`config.mk`:
```
export PLATFORM = sky130hd
export DESIGN_NAME = chacha_stream_xor_core
export DESIGN_NICKNAME = d
export VERILOG_FILES = /design/src/rtl/core/cxs_pkg.sv /design/src/rtl/core/cxs_ctrl.sv /design/src/rtl/core/cxs_datapath.sv /design/src/rtl/core/chacha_stream_xor_core.sv
export SDC_FILE = /design/constraint.sdc
export NUM_CORES = 2
export LEC_CHECK = 0
export ABC_AREA = 1
export BUFFER_PORTS_ARGS = -buffer_cell sky130_fd_sc_hd__buf_4
export CAP_MARGIN = 20
export CORE_AREA = 4 4 502 504
export CTS_BUF_LIST = sky130_fd_sc_hd__clkbuf_2
export CTS_CLUSTER_SIZE = 20
export DETAILED_ROUTE_END_ITERATION = 10
export DIE_AREA = 0 0 506 508
export PLACE_DENSITY = 0.47
export SKIP_LAST_GASP = 1
export SLEW_MARGIN = 30
export SYNTH_ARGS = -nofsm -noshare
export SYNTH_HDL_FRONTEND = slang
export SYNTH_SLANG_ARGS = --single-unit
```
`constraint.sdc`:
```
create_clock -name clock -period 18.79 [get_ports clock]
set_input_delay 0 -clock clock [delete_from_list [all_inputs] [get_ports clock]]
set_output_delay 0 -clock clock [all_outputs]
set_load 0.005 [all_outputs]
```
`src/rtl/core/cxs_pkg.sv`:
```
`timescale 1ns / 1ps

package cxs_pkg;

   // Fixed sizes of the cipher block.
   localparam int WORD_W      = 32;
   localparam int BLOCK_WORDS = 16;
   localparam int BLOCK_BYTES = 64;
   localparam int REM_W       = 7;   // holds 0 to 64 bytes
   localparam int POS_W       = 6;   // byte position inside a block
   localparam int ROUNDS_W    = 6;
   localparam int CSR_IDX_W   = 3;
   localparam int CSR_DATA_W  = 64;

   localparam logic [ROUNDS_W-1:0] ROUNDS_RESET = ROUNDS_W'(20);

   // The "expand 32-byte k" constant as four little-endian words.
   localparam logic [WORD_W-1:0] SIGMA_0 = 32'h6170_7865;
   localparam logic [WORD_W-1:0] SIGMA_1 = 32'h3320_646e;
   localparam logic [WORD_W-1:0] SIGMA_2 = 32'h7962_2d32;
   localparam logic [WORD_W-1:0] SIGMA_3 = 32'h6b20_6574;

   // Configuration register indexes.
   typedef enum logic [CSR_IDX_W-1:0] {
      CSR_KEY_01     = 3'd0,
      CSR_KEY_23     = 3'd1,
      CSR_KEY_45     = 3'd2,
      CSR_KEY_67     = 3'd3,
      CSR_NONCE_LOW  = 3'd4,
      CSR_NONCE_HIGH = 3'd5,
      CSR_ROUNDS     = 3'd6,
      CSR_IETF       = 3'd7
   } csr_index_type;

   // Beat payloads.
   typedef struct packed {
      logic [7:0] data_byte;
      logic       restart;
   } req_type;

   typedef struct packed {
      logic [7:0] out_byte;
      logic [5:0] keystream_left;
   } rsp_type;

   // Controller states.
   typedef enum logic [2:0] {
      ST_IDLE,
      ST_LOAD,
      ST_ROUND,
      ST_FINAL,
      ST_EMIT
   } state_type;

   // Commands from the controller to the datapath.
   typedef struct packed {
      logic accept;    // take the input beat
      logic load;      // copy the initial block into the working state
      logic quarter;   // one quarter round on the working state
      logic diag;      // diagonal round rather than column round
      logic finalise;  // add the initial block and store the keystream
      logic emit;      // write the result beat
   } cmd_type;

   // Status from the datapath to the controller.
   typedef struct packed {
      logic                empty;     // no keystream left
      logic                out_free;  // result register can take a beat
      logic [ROUNDS_W-1:0] rounds;
   } status_type;

   typedef struct packed {
      logic [WORD_W-1:0] a;
      logic [WORD_W-1:0] b;
      logic [WORD_W-1:0] c;
      logic [WORD_W-1:0] d;
   } quad_type;

   function automatic logic [WORD_W-1:0] rotl(input logic [WORD_W-1:0] v, input int s);
      rotl = (v << s) | (v >> (WORD_W - s));
   endfunction

   // One ChaCha quarter round.
   function automatic quad_type quarter_round(input quad_type q);
      quad_type r;
      r = q;
      r.a = r.a + r.b; r.d = rotl(r.d ^ r.a, 16);
      r.c = r.c + r.d; r.b = rotl(r.b ^ r.c, 12);
      r.a = r.a + r.b; r.d = rotl(r.d ^ r.a, 8);
      r.c = r.c + r.d; r.b = rotl(r.b ^ r.c, 7);
      return r;
   endfunction

endpackage

```
`src/rtl/core/cxs_ctrl.sv`:
```
`timescale 1ns / 1ps

module cxs_ctrl (
   input  logic                clock,
   input  logic                reset,
   input  logic                req_valid,
   input  logic                req_restart,
   output logic                req_stall,
   input  cxs_pkg::status_type status,
   output cxs_pkg::cmd_type    cmd
);
   import cxs_pkg::*;

   state_type           state_ff, state_in;
   logic [ROUNDS_W-1:0] round_ff, round_in;
   logic [1:0]          qtr_ff, qtr_in;
   logic                last_round;

   assign last_round = (round_ff + ROUNDS_W'(1)) == status.rounds;

   // Next state.
   always_comb begin
      state_in = state_ff;
      case (state_ff)
         ST_IDLE: begin
            if (req_valid) begin
               if (req_restart || status.empty) begin
                  state_in = ST_LOAD;
               end else begin
                  state_in = ST_EMIT;
               end
            end
         end
         ST_LOAD: begin
            if (status.rounds == '0) begin
               state_in = ST_FINAL;
            end else begin
               state_in = ST_ROUND;
            end
         end
         ST_ROUND: begin
            if (qtr_ff == 2'd3 && last_round) begin
               state_in = ST_FINAL;
            end
         end
         ST_FINAL: begin
            state_in = ST_EMIT;
         end
         ST_EMIT: begin
            if (status.out_free) begin
               state_in = ST_IDLE;
            end
         end
         default: begin
            state_in = ST_IDLE;
         end
      endcase
   end

   // Round and quarter counters.
   always_comb begin
      round_in = round_ff;
      qtr_in   = qtr_ff;
      if (state_ff == ST_LOAD) begin
         round_in = '0;
         qtr_in   = '0;
      end else if (state_ff == ST_ROUND) begin
         qtr_in = qtr_ff + 2'd1;
         if (qtr_ff == 2'd3) begin
            round_in = round_ff + ROUNDS_W'(1);
         end
      end
   end

   // Outputs.
   always_comb begin
      cmd       = '0;
      req_stall = 1'b1;
      case (state_ff)
         ST_IDLE: begin
            req_stall  = 1'b0;
            cmd.accept = req_valid;
         end
         ST_LOAD: begin
            cmd.load = 1'b1;
         end
         ST_ROUND: begin
            cmd.quarter = 1'b1;
            cmd.diag    = round_ff[0];
         end
         ST_FINAL: begin
            cmd.finalise = 1'b1;
         end
         ST_EMIT: begin
            cmd.emit = status.out_free;
         end
         default: begin
            cmd = '0;
         end
      endcase
   end

   always_ff @(posedge clock) begin
      if (reset) begin
         state_ff <= ST_IDLE;
         round_ff <= '0;
         qtr_ff   <= '0;
      end else begin
         state_ff <= state_in;
         round_ff <= round_in;
         qtr_ff   <= qtr_in;
      end
   end

endmodule

```
`src/rtl/core/cxs_datapath.sv`:
```
`timescale 1ns / 1ps

module cxs_datapath (
   input  logic                                clock,
   input  logic                                reset,
   input  logic                                csr_wr_en,
   input  logic [cxs_pkg::CSR_IDX_W-1:0]       csr_index,
   input  logic [cxs_pkg::CSR_DATA_W-1:0]      csr_wdata,
   input  cxs_pkg::req_type                    req_data,
   input  logic                                rsp_stall,
   output logic                                rsp_valid,
   output cxs_pkg::rsp_type                    rsp_data,
   input  cxs_pkg::cmd_type                    cmd,
   output cxs_pkg::status_type                 status
);
   import cxs_pkg::*;

   // Configuration registers.
   logic [63:0]         key01_ff, key23_ff, key45_ff, key67_ff, nonce_lo_ff;
   logic [WORD_W-1:0]   nonce_hi_ff;
   logic [ROUNDS_W-1:0] rounds_ff;
   logic                ietf_ff;

   // Block state.
   logic [63:0]       counter_ff, counter_in;
   logic [REM_W-1:0]  rem_ff, rem_in;
   logic [7:0]        data_ff, data_in;
   logic [WORD_W-1:0] work_ff [BLOCK_WORDS];
   logic [WORD_W-1:0] work_in [BLOCK_WORDS];
   logic [WORD_W-1:0] ks_ff   [BLOCK_WORDS];
   logic [WORD_W-1:0] ks_in   [BLOCK_WORDS];
   logic [WORD_W-1:0] init    [BLOCK_WORDS];
   logic [WORD_W-1:0] mixed   [BLOCK_WORDS];

   // Result register.
   logic    rsp_valid_ff, rsp_valid_in;
   rsp_type rsp_ff, rsp_in;

   quad_type          qr_in, qr_out;
   logic [POS_W-1:0]  pos;
   logic [WORD_W-1:0] ks_word;
   logic [7:0]        ks_byte;

   // Configuration writes; an index beyond the list is ignored.
   always_ff @(posedge clock) begin
      if (reset) begin
         key01_ff    <= '0;
         key23_ff    <= '0;
         key45_ff    <= '0;
         key67_ff    <= '0;
         nonce_lo_ff <= '0;
         nonce_hi_ff <= '0;
         rounds_ff   <= ROUNDS_RESET;
         ietf_ff     <= 1'b0;
      end else if (csr_wr_en) begin
         case (csr_index_type'(csr_index))
            CSR_KEY_01:     key01_ff    <= csr_wdata;
            CSR_KEY_23:     key23_ff    <= csr_wdata;
            CSR_KEY_45:     key45_ff    <= csr_wdata;
            CSR_KEY_67:     key67_ff    <= csr_wdata;
            CSR_NONCE_LOW:  nonce_lo_ff <= csr_wdata;
            CSR_NONCE_HIGH: nonce_hi_ff <= csr_wdata[WORD_W-1:0];
            CSR_ROUNDS:     rounds_ff   <= csr_wdata[ROUNDS_W-1:0];
            CSR_IETF:       ietf_ff     <= csr_wdata[0];
            default: begin
            end
         endcase
      end
   end

   // Initial block from the constant, key, counter and nonce.
   always_comb begin
      init[0]  = SIGMA_0;
      init[1]  = SIGMA_1;
      init[2]  = SIGMA_2;
      init[3]  = SIGMA_3;
      init[4]  = key01_ff[31:0];
      init[5]  = key01_ff[63:32];
      init[6]  = key23_ff[31:0];
      init[7]  = key23_ff[63:32];
      init[8]  = key45_ff[31:0];
      init[9]  = key45_ff[63:32];
      init[10] = key67_ff[31:0];
      init[11] = key67_ff[63:32];
      init[12] = counter_ff[31:0];
      if (ietf_ff) begin
         init[13] = nonce_lo_ff[31:0];
         init[14] = nonce_lo_ff[63:32];
         init[15] = nonce_hi_ff;
      end else begin
         init[13] = counter_ff[63:32];
         init[14] = nonce_lo_ff[31:0];
         init[15] = nonce_lo_ff[63:32];
      end
   end

   // The quarter round always works on fixed taps: a column
   // takes words 0, 4, 8 and 12, a diagonal words 0, 5, 10 and 15. After
   // each quarter every row turns left by one word, so the next column or
   // diagonal lands on the same taps and four quarters restore the order.
   always_comb begin
      qr_in.a = work_ff[0];
      qr_in.b = cmd.diag ? work_ff[5]  : work_ff[4];
      qr_in.c = cmd.diag ? work_ff[10] : work_ff[8];
      qr_in.d = cmd.diag ? work_ff[15] : work_ff[12];
      qr_out  = quarter_round(qr_in);
   end

   always_comb begin
      for (int i = 0; i < BLOCK_WORDS; i++) begin
         mixed[i] = work_ff[i];
      end
      mixed[0] = qr_out.a;
      if (cmd.diag) begin
         mixed[5]  = qr_out.b;
         mixed[10] = qr_out.c;
         mixed[15] = qr_out.d;
      end else begin
         mixed[4]  = qr_out.b;
         mixed[8]  = qr_out.c;
         mixed[12] = qr_out.d;
      end
   end

   // Working state.
   always_comb begin
      for (int i = 0; i < BLOCK_WORDS; i++) begin
         work_in[i] = work_ff[i];
         if (cmd.load) begin
            work_in[i] = init[i];
         end else if (cmd.quarter) begin
            work_in[i] = mixed[(i & ~3) | ((i + 1) & 3)];
         end
      end
   end

   // Keystream store, filled with the feed-forward sum.
   always_comb begin
      for (int i = 0; i < BLOCK_WORDS; i++) begin
         ks_in[i] = cmd.finalise ? (work_ff[i] + init[i]) : ks_ff[i];
      end
   end

   // Next keystream byte, little endian within each word.
   assign pos     = POS_W'(REM_W'(BLOCK_BYTES) - rem_ff);
   assign ks_word = ks_ff[pos[POS_W-1:2]];
   assign ks_byte = ks_word[8*pos[1:0] +: 8];

   // Counter, byte count and held input byte.
   always_comb begin
      counter_in = counter_ff;
      rem_in     = rem_ff;
      data_in    = data_ff;
      if (cmd.accept) begin
         data_in = req_data.data_byte;
         if (req_data.restart) begin
            counter_in = '0;
            rem_in     = '0;
         end
      end else if (cmd.finalise) begin
         counter_in = counter_ff + 64'd1;
         rem_in     = REM_W'(BLOCK_BYTES);
      end else if (cmd.emit) begin
         rem_in = rem_ff - REM_W'(1);
      end
   end

   // Result beat.
   always_comb begin
      rsp_in       = rsp_ff;
      rsp_valid_in = rsp_valid_ff && rsp_stall;
      if (cmd.emit) begin
         rsp_in.out_byte       = data_ff ^ ks_byte;
         rsp_in.keystream_left = POS_W'(rem_ff - REM_W'(1));
         rsp_valid_in          = 1'b1;
      end
   end

   always_ff @(posedge clock) begin
      if (reset) begin
         counter_ff   <= '0;
         rem_ff       <= '0;
         rsp_valid_ff <= 1'b0;
      end else begin
         counter_ff   <= counter_in;
         rem_ff       <= rem_in;
         rsp_valid_ff <= rsp_valid_in;
      end
   end

   always_ff @(posedge clock) begin
      data_ff <= data_in;
      rsp_ff  <= rsp_in;
      for (int i = 0; i < BLOCK_WORDS; i++) begin
         work_ff[i] <= work_in[i];
         ks_ff[i]   <= ks_in[i];
      end
   end

   assign rsp_valid       = rsp_valid_ff;
   assign rsp_data        = rsp_ff;
   assign status.empty    = (rem_ff == '0);
   assign status.out_free = !rsp_valid_ff || !rsp_stall;
   assign status.rounds   = rounds_ff;

endmodule

```
`src/rtl/core/chacha_stream_xor_core.sv`:
```
`timescale 1ns / 1ps
// Byte path: an accepted beat takes the controller from IDLE to EMIT while keystream is left,
// and EMIT writes the result beat once the result register is free. When a new block is needed,
// LOAD, ROUND and FINAL come first; ROUND runs 4 * round_count quarter rounds on the single
// quarter-round unit, one quarter round per cycle. A new byte is taken only in IDLE, after the
// previous result beat is written. Synchronous active-high reset clears the key, nonce, counter
// and keystream count; round_count returns to 20.

module chacha_stream_xor_core (
   input  logic                           clock,
   input  logic                           reset,
   input  logic                           csr_wr_en,
   input  logic [cxs_pkg::CSR_IDX_W-1:0]  csr_index,
   input  logic [cxs_pkg::CSR_DATA_W-1:0] csr_wdata,
   input  logic                           req_valid,
   output logic                           req_stall,
   input  cxs_pkg::req_type               req_data,
   output logic                           rsp_valid,
   input  logic                           rsp_stall,
   output cxs_pkg::rsp_type               rsp_data
);
   import cxs_pkg::*;

   cmd_type    cmd;
   status_type status;

   // Sequencer for beats and rounds.
   cxs_ctrl u_ctrl (
      .clock       (clock),
      .reset       (reset),
      .req_valid   (req_valid),
      .req_restart (req_data.restart),
      .req_stall   (req_stall),
      .status      (status),
      .cmd         (cmd)
   );

   // Block state, round logic, keystream and result register.
   cxs_datapath u_datapath (
      .clock     (clock),
      .reset     (reset),
      .csr_wr_en (csr_wr_en),
      .csr_index (csr_index),
      .csr_wdata (csr_wdata),
      .req_data  (req_data),
      .rsp_stall (rsp_stall),
      .rsp_valid (rsp_valid),
      .rsp_data  (rsp_data),
      .cmd       (cmd),
      .status    (status)
   );

endmodule
```
==> results.py <==
metrics = {
    "routing": {
        "vias_per_cell": 5.539,
        "ant_nets": 0,
        "vias": 85320,
        "drc": 0,
        "wl_per_cell_um": 29.53,
        "dr.pass1.iters": 7,
        "drt_wl_total_um": 454800,
        "drtIter0Drc": 9159,
    },
    "clock_network": {
        "cts_resized": 0,
        "htreeDepth": 5,
        "clock-root-buffer": "clkbuf_2",
        "numCtsBuffers": 435,
        "clkTransAtPathRegs_ps": 100,
        "cts_sinks": 1488,
        "clk_latency_ps": 2000,
        "clock_path_buffers": 4,
        "cts_tree": "yes",
    },
    "logic_synthesis": {
        "syn_area_um2": 88590,
        "yosysTopAreaCellShare": 0.3112,
        "synth_xor_area_frac": 0.06512,
        "synth_fa_ha_area_frac": 0.07395,
        "synth_top_family_by_area": "simple AND/OR/NAND/NOR gates",
        "yosysTopAreaCell": "edfxtp_1",
        "syn-num-nets": 11670,
        "synth.distinct_cells": 65,
        "synth_mux_area_frac": 0.0007909,
        "synth-simple-area-share": 0.2032,
        "syn-instance-count": 11080,
        "ys_seq_area_frac": 0.4400,
        "avgSynthCellArea_um2": 7.999,
        "synth-compound-area-share": 0.1569,
        "ys_ff_latch": 1488,
        "synth_edf_count": 918,
        "synth-async-reset-ratio": 0,
        "synthFlopType": "edfxtp_1",
        "netlist_top_cells_area": "edfxtp_1, dfxtp_1, nand2_1",
        "yosysWarnings": 0,
    },
    "timing": {
        "rsz0062_at_grt": "no",
        "skew_ps": 314.4,
        "final.min_clock_period_ps": 15240,
        "hold_viol_final": 0,
        "timing.setup.tns_ps": 0,
        "timing.fmax_mhz": 65.64,
        "slew_violations": 0,
        "worst_slew_pin_slew_ps": 1224,
        "setup_viol": 0,
        "relSlewSlack": 0.1842,
        "finalCritPeriodShare": 0.8108,
    },
    "worst_setup_path": {
        "cp-startpoint": "u_ctrl.state_ff[2]$_SDFFE_PP0P_",
        "rr_worst_depth": 63,
        "crit_family": "simple AND/OR/NAND/NOR gates",
        "cp-end-kind": "flip-flop",
        "cp_data_arrival_time_ps": 16790,
        "r2r_end": "u_datapath.work_ff[1][5]$_DFFE_PP_",
        "worst-path-stages": 63,
        "crit_path_max_fanout": 120,
        "start_kind": "flip-flop",
        "rrSetupSlack_ps": 3550,
        "cp_slowest_cell": "o21ai_0",
        "critPathRequiredTime_ps": 20340,
        "critPathMostFrequentCell": "nand2_1",
        "worst-path-buf-inv": 4,
        "reg2reg_from": "u_ctrl.state_ff[2]$_SDFFE_PP0P_",
        "crit_end": "u_datapath.work_ff[1][5]$_DFFE_PP_",
        "path_class": "reg -> reg",
        "cpPeakStageDelay_ps": 850,
    },
    "die": {
        "start_util": 0.3576,
        "die_x_um": 506,
        "rows": 183,
        "die_y_um": 508,
        "die-area_um2": 257000,
        "ios": 97,
        "coreArea_um2": 247700,
    },
    "status": {
        "status": "finished, final reports clean",
    },
    "finish": {
        "drive_above_1_share": 0.09718,
        "final_nets": 12290,
        "multi_input_area_um2": 45150,
        "area_growth_pct": 14.61,
        "regArea_um2": 38980,
        "n_fill_cell": 25650,
    },
    "job": {
        "cap_violations": 0,
    },
    "grt": {
        "antenna_found_initial": 65,
        "met2_usage": 0.5353,
        "grt_overflow": 0,
        "first_global_vias": 80660,
        "grt_use_met3": 0.06335,
        "top_usage_layer": "met2",
        "grt_util_met1": 0.4661,
        "grt_use_total": 0.3418,
        "grt_pass1_wl_um": 624600,
        "grt_max_degree": 160,
    },
    "hold_path": {
        "worstHoldPathType": "in -> reg",
    },
    "placed_design": {
        "dpl.hpwl_um": 346900,
        "gp_congestion": 1.006,
        "io_buffers": 96,
    },
}
==> worst min-delay path by stage <==
stage                   from                                      end  slack [ps]  depth (start not counted)
2_1_floorplan          reset          u_ctrl.state_ff[0]$_SDFFE_PP0P_          80                          1
6_report           csr_wr_en      u_datapath.key45_ff[6]$_SDFFE_PP0P_         240                         10
5_1_grt            csr_wr_en      u_datapath.key45_ff[6]$_SDFFE_PP0P_          20                         10
3_5_place_dp     req_data[4]          u_datapath.data_ff[3]$_DFFE_PP_         180                          1
3_3_place_gp     req_data[5]          u_datapath.data_ff[4]$_DFFE_PP_         180                          1
4_1_cts        csr_wdata[21]  u_datapath.nonce_lo_ff[21]$_SDFFE_PP0P_          30                          6
==> what timing repair did <==
action	4_1_cts	5_1_grt
buffers inserted	0	0
hold endpoints to repair	472	31
setup endpoints to repair	0	0
hold buffers	350	7
==> layout make-up <==
cell class | count | share of cell area
multi-input combinational | 8179 | 0.4447
antenna | 24 | 0.0005915
tap | 3330 | 0.04104
timing repair buffer | 604 | 0.05441
clock buffer | 661 | 0.03258
clock inverter | 131 | 0.005816
sequential | 1488 | 0.3839
inverter | 987 | 0.03693
==> layout by cell type, fill, tap and decap left out, types with 16 or more instances in the layout <==
cell,count
nand2_1,2674
nor2_1,1162
o21ai_0,1065
inv_1,936
edfxtp_1,918
a21oi_1,862
clkbuf_2,661
dfxtp_1,569
ha_1,498
xor2_1,434
nand3_1,372
dlygate4sd3_1,347
buf_4,235
xnor2_1,175
clkinv_1,113
nor3_1,90
nand4_1,86
a311oi_1,72
o22ai_1,64
o21ai_1,54
o211ai_1,53
o21bai_1,48
a31oi_1,46
inv_2,42
a22oi_1,41
a211oi_1,35
a21o_1,34
xor2_2,32
a311oi_2,28
or2_2,26
o21a_1,25
diode_2,24
nor4_1,20
fa_1,16
==> cell usage after synthesis, drive strengths merged, types with 27 or more instances <==
| library cell | n |
|---|---|
| a21oi | 865 |
| o21bai | 52 |
| xor2 | 469 |
| a21o | 34 |
| clkbuf | 370 |
| nor2 | 1185 |
| o211ai | 53 |
| o21ai | 1129 |
| edfxtp | 918 |
| nand4 | 86 |
| a31oi | 46 |
| inv | 983 |
| ha | 498 |
| buf | 51 |
| a311oi | 113 |
| or2 | 27 |
| nand3 | 376 |
| dfxtp | 570 |
| a211oi | 35 |
| nor3 | 95 |
| o22ai | 64 |
| a22oi | 41 |
| nand2 | 2690 |
| xnor2 | 182 |
==> flip-flops by register name (all words and copies together), names as in the netlist <==
name,cells
u_ctrl.round_ff,6
u_datapath.ietf_ff,1
u_datapath.rsp_data,14
u_datapath.ks_ff,512
u_datapath.work_ff,512
u_datapath.key23_ff,64
u_datapath.key67_ff,64
u_datapath.rem_ff,7
u_datapath.nonce_hi_ff,32
u_datapath.nonce_lo_ff,64
u_datapath.key45_ff,64
u_datapath.rounds_ff,6
u_datapath.key01_ff,64
u_datapath.counter_ff,64
u_datapath.rsp_valid,1
u_datapath.data_ff,8
u_ctrl.state_ff,3
u_ctrl.qtr_ff,2
==> cells by family (layout without fill, tap and decap cells) <==
family                     after synthesis  count (layout)
adders and majority gates              514             514
and+or+nand+nor                       4497            4497
xor gates and xnor gates               651             651
buffers and inverters                 1408            2383
DFF                                   1488            1488
other                                    0              24
muxes                                    7               7
AOI/OAI and AO/OA                     2510            2510
==> layer usage <==
layer  up-vias  wire, µm
met4        20     21160
met3       766     36100
li1      38990         -
met1     41570    196800
met2      3979    200600
met5         -       144
==> worst min-delay path, stage by stage <==
cell and delay, ps:
dlygate4sd3_1 540, buf_4 140, inv_1 50, nor2_1 40, dlygate4sd3_1 580, inv_1 130, nor2_4 60, buf_2 310
o21ai_0 230, nor2_1 60
==> metrics by stage <==
stage | hold slack (ps) | setup WS [ps] | utilization | instance area [µm²] | instances
global placement | 180.7 | 3084 | 0.3777 | 93570 | 14230
finish | 240.0 | 3554 | 0.4098 | 101500 | 15400
floorplan | 78.02 | 5967 | - | 88590 | 11080
CTS | 26.62 | 3878 | 0.4089 | 101300 | 15370
detailed placement | 180.2 | 4062 | 0.3790 | 93890 | 14230
global route | 18.67 | 2853 | 0.4097 | 101500 | 15390
Power is left out: the tool's default activity adds up to more than one toggle a clock period on the data nets, which glitch-free logic cannot reach.
